[src/hdl/kvt_pkg.sv]
package kvt_pkg;

  // Table geometry.
  localparam int Capacity = 16;
  localparam int KeyW     = 32;
  localparam int ValW     = 32;
  localparam int CntW     = $clog2(Capacity + 1);

  // Fixed port widths.
  localparam int CmdPortW = 3;
  localparam int KeyPortW = 32;
  localparam int ValPortW = 32;
  localparam int PosPortW = 4;
  localparam int StsPortW = 2;
  localparam int CntPortW = 5;

  typedef enum logic [CmdPortW-1:0] {
    CMD_INSERT   = 3'd0,
    CMD_UPDATE   = 3'd1,
    CMD_UPSERT   = 3'd2,
    CMD_ERASE    = 3'd3,
    CMD_LOOKUP   = 3'd4,
    CMD_READ_POS = 3'd5
  } kvt_cmd_t;

  typedef enum logic [StsPortW-1:0] {
    ST_OK   = 2'd0,
    ST_MISS = 2'd1,
    ST_FULL = 2'd2
  } kvt_status_t;

  // Per-cycle control broadcast to every cell.
  typedef struct packed {
    logic            push;   // shift toward older, new entry enters cell 0
    logic            erase;  // close the gap at the matching cell
    logic            upd;    // overwrite the value of the matching cell
    logic [ValW-1:0] value;
  } kvt_cell_ctl_t;

endpackage

[src/hdl/kvt_cell.sv]
module kvt_cell (
  input  logic                          clk,
  input  logic                          rst_n,
  input  kvt_pkg::kvt_cell_ctl_t        ctl,
  input  logic [kvt_pkg::KeyW-1:0]      cmp_key,
  input  logic                          left_valid,
  input  logic [kvt_pkg::KeyW-1:0]      left_key,
  input  logic [kvt_pkg::ValW-1:0]      left_value,
  input  logic                          right_valid,
  input  logic [kvt_pkg::KeyW-1:0]      right_key,
  input  logic [kvt_pkg::ValW-1:0]      right_value,
  input  logic                          hit_in,
  output logic                          hit_out,
  output logic                          match,
  output logic                          valid,
  output logic [kvt_pkg::KeyW-1:0]      key,
  output logic [kvt_pkg::ValW-1:0]      value
);

  logic                     valid_r, valid_nxt;
  logic [kvt_pkg::KeyW-1:0] key_r, key_nxt;
  logic [kvt_pkg::ValW-1:0] value_r, value_nxt;

  // Compare the stored key and pass the hit toward older cells.
  assign match   = valid_r && (key_r == cmp_key);
  assign hit_out = hit_in | match;

  // Pick next contents: shift in, shift out, or overwrite in place.
  always_comb begin
    valid_nxt = valid_r;
    key_nxt   = key_r;
    value_nxt = value_r;
    if (ctl.push) begin
      valid_nxt = left_valid;
      key_nxt   = left_key;
      value_nxt = left_value;
    end else if (ctl.erase && hit_out) begin
      valid_nxt = right_valid;
      key_nxt   = right_key;
      value_nxt = right_value;
    end else if (ctl.upd && match) begin
      value_nxt = ctl.value;
    end
  end

  always_ff @(posedge clk) begin
    if (!rst_n) begin
      valid_r <= 1'b0;
      key_r   <= '0;
      value_r <= '0;
    end else begin
      valid_r <= valid_nxt;
      key_r   <= key_nxt;
      value_r <= value_nxt;
    end
  end

  assign valid = valid_r;
  assign key   = key_r;
  assign value = value_r;

endmodule

[src/hdl/key_value_table.sv]
// A result beat is registered and appears in the cycle after its command beat is accepted.
// Throughput: one command per cycle while no result beat is stalled; every command is one parallel key compare
// across the row of cells plus a one-step shift of that row.
// A command is accepted while the output register is empty or being drained.
// Reset (synchronous, active low) empties all cells, zeroes the entry count
// and drops any pending result beat.
module key_value_table (
  input  logic                            clk,
  input  logic                            rst_n,
  input  logic                            in_valid,
  output logic                            in_stall,
  input  logic [kvt_pkg::CmdPortW-1:0]    in_cmd,
  input  logic [kvt_pkg::KeyPortW-1:0]    in_key,
  input  logic [kvt_pkg::ValPortW-1:0]    in_value,
  input  logic [kvt_pkg::PosPortW-1:0]    in_position,
  output logic                            out_valid,
  input  logic                            out_stall,
  output logic [kvt_pkg::StsPortW-1:0]    out_status,
  output logic [kvt_pkg::KeyPortW-1:0]    out_found_key,
  output logic [kvt_pkg::ValPortW-1:0]    out_found_value,
  output logic [kvt_pkg::CntPortW-1:0]    out_entry_count
);

  localparam int Cap = kvt_pkg::Capacity;

  logic                       in_fire;
  logic [kvt_pkg::KeyW-1:0]   cmd_key;
  logic [kvt_pkg::ValW-1:0]   cmd_value;
  kvt_pkg::kvt_cmd_t          cmd;
  kvt_pkg::kvt_cell_ctl_t     ctl;

  logic                       cell_valid [Cap];
  logic [kvt_pkg::KeyW-1:0]   cell_key   [Cap];
  logic [kvt_pkg::ValW-1:0]   cell_value [Cap];
  logic                       cell_match [Cap];
  logic [Cap:0]               hit_chain;

  logic                       any_hit;
  logic [kvt_pkg::ValW-1:0]   hit_value;
  logic [kvt_pkg::KeyW-1:0]   pos_key;
  logic [kvt_pkg::ValW-1:0]   pos_value;
  logic                       pos_ok;
  logic                       full;

  logic [kvt_pkg::CntW-1:0]   count_r, count_nxt;
  logic                       out_valid_r, out_valid_nxt;
  kvt_pkg::kvt_status_t       status_r, status_nxt;
  logic [kvt_pkg::KeyW-1:0]   fkey_r, fkey_nxt;
  logic [kvt_pkg::ValW-1:0]   fvalue_r, fvalue_nxt;

  // Take a beat when the output register is free or drains this cycle.
  assign in_stall  = out_valid_r & out_stall;
  assign in_fire   = in_valid & ~in_stall;
  assign cmd_key   = kvt_pkg::KeyW'(in_key);
  assign cmd_value = kvt_pkg::ValW'(in_value);
  assign cmd       = kvt_pkg::kvt_cmd_t'(in_cmd);
  assign full      = (32'(count_r) == 32'(Cap));

  // Row of cells, newest entry in cell 0.
  assign hit_chain[0] = 1'b0;
  for (genvar i = 0; i < Cap; i++) begin : g_cell
    logic                     lv, rv;
    logic [kvt_pkg::KeyW-1:0] lk, rk;
    logic [kvt_pkg::ValW-1:0] lval, rval;
    if (i == 0) begin : g_head
      assign lv   = 1'b1;
      assign lk   = cmd_key;
      assign lval = cmd_value;
    end else begin : g_mid
      assign lv   = cell_valid[i-1];
      assign lk   = cell_key[i-1];
      assign lval = cell_value[i-1];
    end
    if (i == Cap - 1) begin : g_tail
      assign rv   = 1'b0;
      assign rk   = '0;
      assign rval = '0;
    end else begin : g_body
      assign rv   = cell_valid[i+1];
      assign rk   = cell_key[i+1];
      assign rval = cell_value[i+1];
    end
    kvt_cell u_cell (
      .clk         (clk),
      .rst_n       (rst_n),
      .ctl         (ctl),
      .cmp_key     (cmd_key),
      .left_valid  (lv),
      .left_key    (lk),
      .left_value  (lval),
      .right_valid (rv),
      .right_key   (rk),
      .right_value (rval),
      .hit_in      (hit_chain[i]),
      .hit_out     (hit_chain[i+1]),
      .match       (cell_match[i]),
      .valid       (cell_valid[i]),
      .key         (cell_key[i]),
      .value       (cell_value[i])
    );
  end
  assign any_hit = hit_chain[Cap];

  // Gather the matching value and the entry at the requested position.
  always_comb begin
    hit_value = '0;
    pos_key   = '0;
    pos_value = '0;
    for (int i = 0; i < Cap; i++) begin
      if (cell_match[i]) hit_value = hit_value | cell_value[i];
      if (32'(in_position) == 32'(i)) begin
        pos_key   = cell_key[i];
        pos_value = cell_value[i];
      end
    end
  end
  assign pos_ok = (32'(in_position) < 32'(count_r));

  // Decode the command into cell control and the result beat.
  always_comb begin
    ctl        = '0;
    ctl.value  = cmd_value;
    status_nxt = kvt_pkg::ST_MISS;
    fkey_nxt   = '0;
    fvalue_nxt = '0;
    case (cmd)
      kvt_pkg::CMD_INSERT: begin
        if (any_hit) begin
          status_nxt = kvt_pkg::ST_MISS;
        end else if (full) begin
          status_nxt = kvt_pkg::ST_FULL;
        end else begin
          ctl.push   = in_fire;
          status_nxt = kvt_pkg::ST_OK;
        end
      end
      kvt_pkg::CMD_UPDATE: begin
        if (any_hit) begin
          ctl.upd    = in_fire;
          status_nxt = kvt_pkg::ST_OK;
        end
      end
      kvt_pkg::CMD_UPSERT: begin
        if (any_hit) begin
          ctl.upd    = in_fire;
          status_nxt = kvt_pkg::ST_OK;
        end else if (full) begin
          status_nxt = kvt_pkg::ST_FULL;
        end else begin
          ctl.push   = in_fire;
          status_nxt = kvt_pkg::ST_OK;
        end
      end
      kvt_pkg::CMD_ERASE: begin
        if (any_hit) begin
          ctl.erase  = in_fire;
          status_nxt = kvt_pkg::ST_OK;
        end
      end
      kvt_pkg::CMD_LOOKUP: begin
        if (any_hit) begin
          fvalue_nxt = hit_value;
          status_nxt = kvt_pkg::ST_OK;
        end
      end
      kvt_pkg::CMD_READ_POS: begin
        if (pos_ok) begin
          fkey_nxt   = pos_key;
          fvalue_nxt = pos_value;
          status_nxt = kvt_pkg::ST_OK;
        end
      end
      default: begin
        status_nxt = kvt_pkg::ST_MISS;
      end
    endcase
  end

  // Advance the entry count with the row.
  always_comb begin
    count_nxt = count_r;
    if (ctl.push) begin
      count_nxt = count_r + kvt_pkg::CntW'(1);
    end else if (ctl.erase) begin
      count_nxt = count_r - kvt_pkg::CntW'(1);
    end
  end

  // Hold a result beat until it is taken.
  assign out_valid_nxt = in_fire | (out_valid_r & out_stall);

  always_ff @(posedge clk) begin
    if (!rst_n) begin
      count_r     <= '0;
      out_valid_r <= 1'b0;
    end else begin
      count_r     <= count_nxt;
      out_valid_r <= out_valid_nxt;
    end
  end

  always_ff @(posedge clk) begin
    if (in_fire) begin
      status_r <= status_nxt;
      fkey_r   <= fkey_nxt;
      fvalue_r <= fvalue_nxt;
    end
  end

  logic [kvt_pkg::CntW-1:0] count_out_r;
  always_ff @(posedge clk) begin
    if (in_fire) begin
      count_out_r <= count_nxt;
    end
  end

  assign out_valid       = out_valid_r;
  assign out_status      = status_r;
  assign out_found_key   = kvt_pkg::KeyPortW'(fkey_r);
  assign out_found_value = kvt_pkg::ValPortW'(fvalue_r);
  assign out_entry_count = kvt_pkg::CntPortW'(count_out_r);

endmodule

[config.mk]
export PLATFORM = sky130hd
export DESIGN_NAME = key_value_table
export DESIGN_NICKNAME = d
export VERILOG_FILES = /design/src/hdl/kvt_pkg.sv /design/src/hdl/kvt_cell.sv /design/src/hdl/key_value_table.sv
export SDC_FILE = /design/constraint.sdc
export NUM_CORES = 2
export LEC_CHECK = 0
export ABC_AREA = 1
export CAP_MARGIN = 20
export CORE_AREA = 2 2 551 553
export CTS_CLUSTER_DIAMETER = 40
export CTS_CLUSTER_SIZE = 24
export DETAILED_ROUTE_END_ITERATION = 7
export DIE_AREA = 0 0 553 555
export DONT_BUFFER_PORTS = 1
export PLACE_DENSITY = 0.46
export SYNTH_ARGS = -nofsm -noshare
export SYNTH_HDL_FRONTEND = slang
export SYNTH_SLANG_ARGS = --single-unit
[constraint.sdc]
create_clock -name clk -period 4.6 [get_ports clk]
set_input_delay 0.69 -clock clk [delete_from_list [all_inputs] [get_ports clk]]
set_output_delay 0.69 -clock clk [all_outputs]
set_load 0.005 [all_outputs]
==> results.tsv <==
metric	value	unit
status	finished with violations	
failed_checks	slew limit, setup timing	
synth_top_area_frac	0.259	
rsz0062_at_grt	false	
wl_per_cell	30.8	um
path_class	reg2reg	
required	5420	ps
synth_area_per_cell	6.03	sq um
io_buffers	0	
syn_area	80900	sq um
start_util	0.268	
h-tree-depth	5	
core	301000	sq um
grt_first_pass_wirelength	757000	um
drtAntennaViolNets	0	
r2r-start	g_cell[0].u_cell.key[22]$_SDFFE_PN0P_	
power.density	374	nW/um^2
die_h	555	um
layout.nets	13500	
r2r.worst_path.cells	19	
r2r-end	g_cell[5].u_cell.value[19]$_SDFFE_PN0P_	
fin_crit_sh	1.02	
wl	546000	um
fillers	33400	
post_cts_resized	0	
hold_violations	0	
hold_path_end	g_cell[0].u_cell.key[17]$_SDFFE_PN0P_	
dp.cells	17100	
max_freq	214	MHz
grt-ovfl-total	0	
rows	202	
period_minus_slack	4680	ps
drt-vias-per-instance	5.88	
synthDistinctLibCells	63	
r2r_slack	-80	ps
numCtsBuffers	312	
yosys.area.top_type	dfxtp_1	
via_count	104000	
layout-drive-gt1-share	0.120	
gr-usage-all-layers	0.340	
cts_sinks	1117	
cts.reportedPaths.clkPinSlew	40	ps
synth_edf_count	71	
crit_arrival	5490	ps
drc_errors	0	
seq_area	23100	sq um
dr.pass1.iters	7	
start_kind	register	
path_depth	19	
clock_skew	62.9	ps
grt_max_degree	542	
synthArstFlopShare	0	
total_power	38200	uW
antenna_found_initial	32	
final_cell_mix	nand2_1, inv_1, a21oi_1, nand4_1, dfxtp_1	
synth.area.top_cells	dfxtp_1, nand2_1, nand4_1, a21oi_1, inv_1	
cp_slowest_cell	dfxtp_1	
synth-seq-area-share	0.285	
yosys_warnings	0	
tightest_slew	1550	ps
drv_slew	39	
insertion_delay	950	ps
root_buffer	clkbuf_16	
areaGrowthSynthToFinish	26.1	%
die_width	553	um
die-area	307000	sq um
synth-seq-cells	1117	
multi_input_area	47200	sq um
min_path_cells	2	
dr.first_iter.drc_count	16000	
leakage	0.0451	uW
slowest_delay	650	ps
dp_hpwl	381000	um
synthFlopType	dfxtp_1	
timing.hold.ws	10.5	ps
synthCells	13400	
grt_pass1_vias	97000	
ir_drop	0.000292	V
crit_chain	nand2_1 -> nand4_1 -> nor3_1 -> nor2b_1 -> nand3_1 -> buf_4 -> nand4_4 -> nor2_2 -> nand4_4 -> nor2_1 -> nand4_1 -> nor2_1 -> nand4_1 -> buf_12 -> nand4_1 -> buf_4 -> nand2_1 -> nand3_1 -> a21oi_1	
final-setup-viol-count	72	
crit_path_end_kind	register	
routabilityCongestion	1.04	
final_common_cell	nand2_1	
clock_path_buffers	4	
crit_family	simple AND/OR/NAND/NOR gates	
path_common_cell	nand4_1	
final_cells	17700	
cp_num_buf_inv	3	
hp-class	in2reg	
slew_headroom	-0.0322	
ios	148	
syn-num-nets	13500	
worst_slack	-78.4	ps
setup-tns-final	-1550	ps
cap_violations	0	
cts_tree	built	
cp_max_fo	18	
holdCritStartpoint	in_key[17]	
[stage by stage]
stage / utilization / cell area [sq um] / worst slack [ps]
finish: 0.338 / 102000 / -78.4
global route: 0.338 / 102000 / 59.3
CTS: 0.338 / 102000 / 86.0
detailed placement: 0.299 / 90100 / 35.3
global placement: 0.299 / 90100 / 38.5
floorplan: - / 80900 / 0.297
[cells in the mapped netlist, types with 37 or more instances]
master,n
o211ai_1,527
xnor2_1,61
a221oi_1,123
nor3_1,81
buf_1,114
nor2_1,596
o21ai_0,284
inv_2,228
nand4_1,1118
buf_2,417
inv_1,1415
nand2_1,4302
nand3_1,570
o221ai_1,48
o22ai_1,245
edfxtp_1,71
clkbuf_1,517
o21ai_1,37
o2111ai_1,76
nor4_1,84
a21oi_1,1176
xor2_1,64
dfxtp_1,1046
[power by group]
part           internal, uW  leakage, uW  switching [uW]  total [uW]
logic                  1180       0.0304            2700        3880
registers             10100      0.00921             350       10500
clock network         16000      0.00550            7800       23800
[registers in the layout, indices dropped and copies added (netlist names)]
| name | count |
|---|---|
| out_valid | 1 |
| out_status | 2 |
| count_r | 5 |
| g_cell.u_cell.key | 512 |
| g_cell.u_cell.valid | 16 |
| g_cell.u_cell.value | 512 |
| out_entry_count | 5 |
| out_found_key | 32 |
| out_found_value | 32 |
[per-layer routing]
metal,part of all wire,vias up,global-route usage
li1,-,45400,-
met1,0.39,49600,0.428
met2,0.42,7192,0.507
met4,0.077,26,0.223
met3,0.12,1918,0.0910
met5,0.00034,-,0
[cells by family after synthesis]
family	synth area share
AOI/OAI and AO/OA	0.192
buffers and inverters	0.136
xor gates and xnor gates	0.0135
DFF	0.285
and+or+nand+nor	0.373
adders and majority gates	0.000774
[how the worst max path moves through the flow]
stage / start / to / slack [ps]
detailed placement: in_key[5] / g_cell[13].u_cell.key[30]$_SDFFE_PN0P_ / 40
floorplan: out_stall / g_cell[4].u_cell.value[11]$_SDFFE_PN0P_ / 0.3
global route: g_cell[0].u_cell.key[22]$_SDFFE_PN0P_ / g_cell[3].u_cell.value[20]$_SDFFE_PN0P_ / 60
CTS: g_cell[0].u_cell.key[22]$_SDFFE_PN0P_ / g_cell[15].u_cell.value[27]$_SDFFE_PN0P_ / 90
finish: g_cell[0].u_cell.key[22]$_SDFFE_PN0P_ / g_cell[5].u_cell.value[19]$_SDFFE_PN0P_ / -80
global placement: in_key[22] / g_cell[9].u_cell.value[25]$_SDFFE_PN0P_ / 40
[what timing repair did]
| item | in CTS | in global routing |
|---|---|---|
| hold buffers | 45 | 1 |
| hold endpoints to repair | 87 | 3 |
| buffers inserted | 0 | 0 |
[final cells by class]
cell class	instances	share of cell area
multi-input cells	9559	0.463
flip-flops and latches	1117	0.226
repair buffers	806	0.0903
clock buffers	404	0.0854
inverters	1651	0.0609
well taps	3978	0.0488
clock inverters	169	0.0248
diodes	33	0.000810
Note: power is estimated with default switching activity, not from simulation.
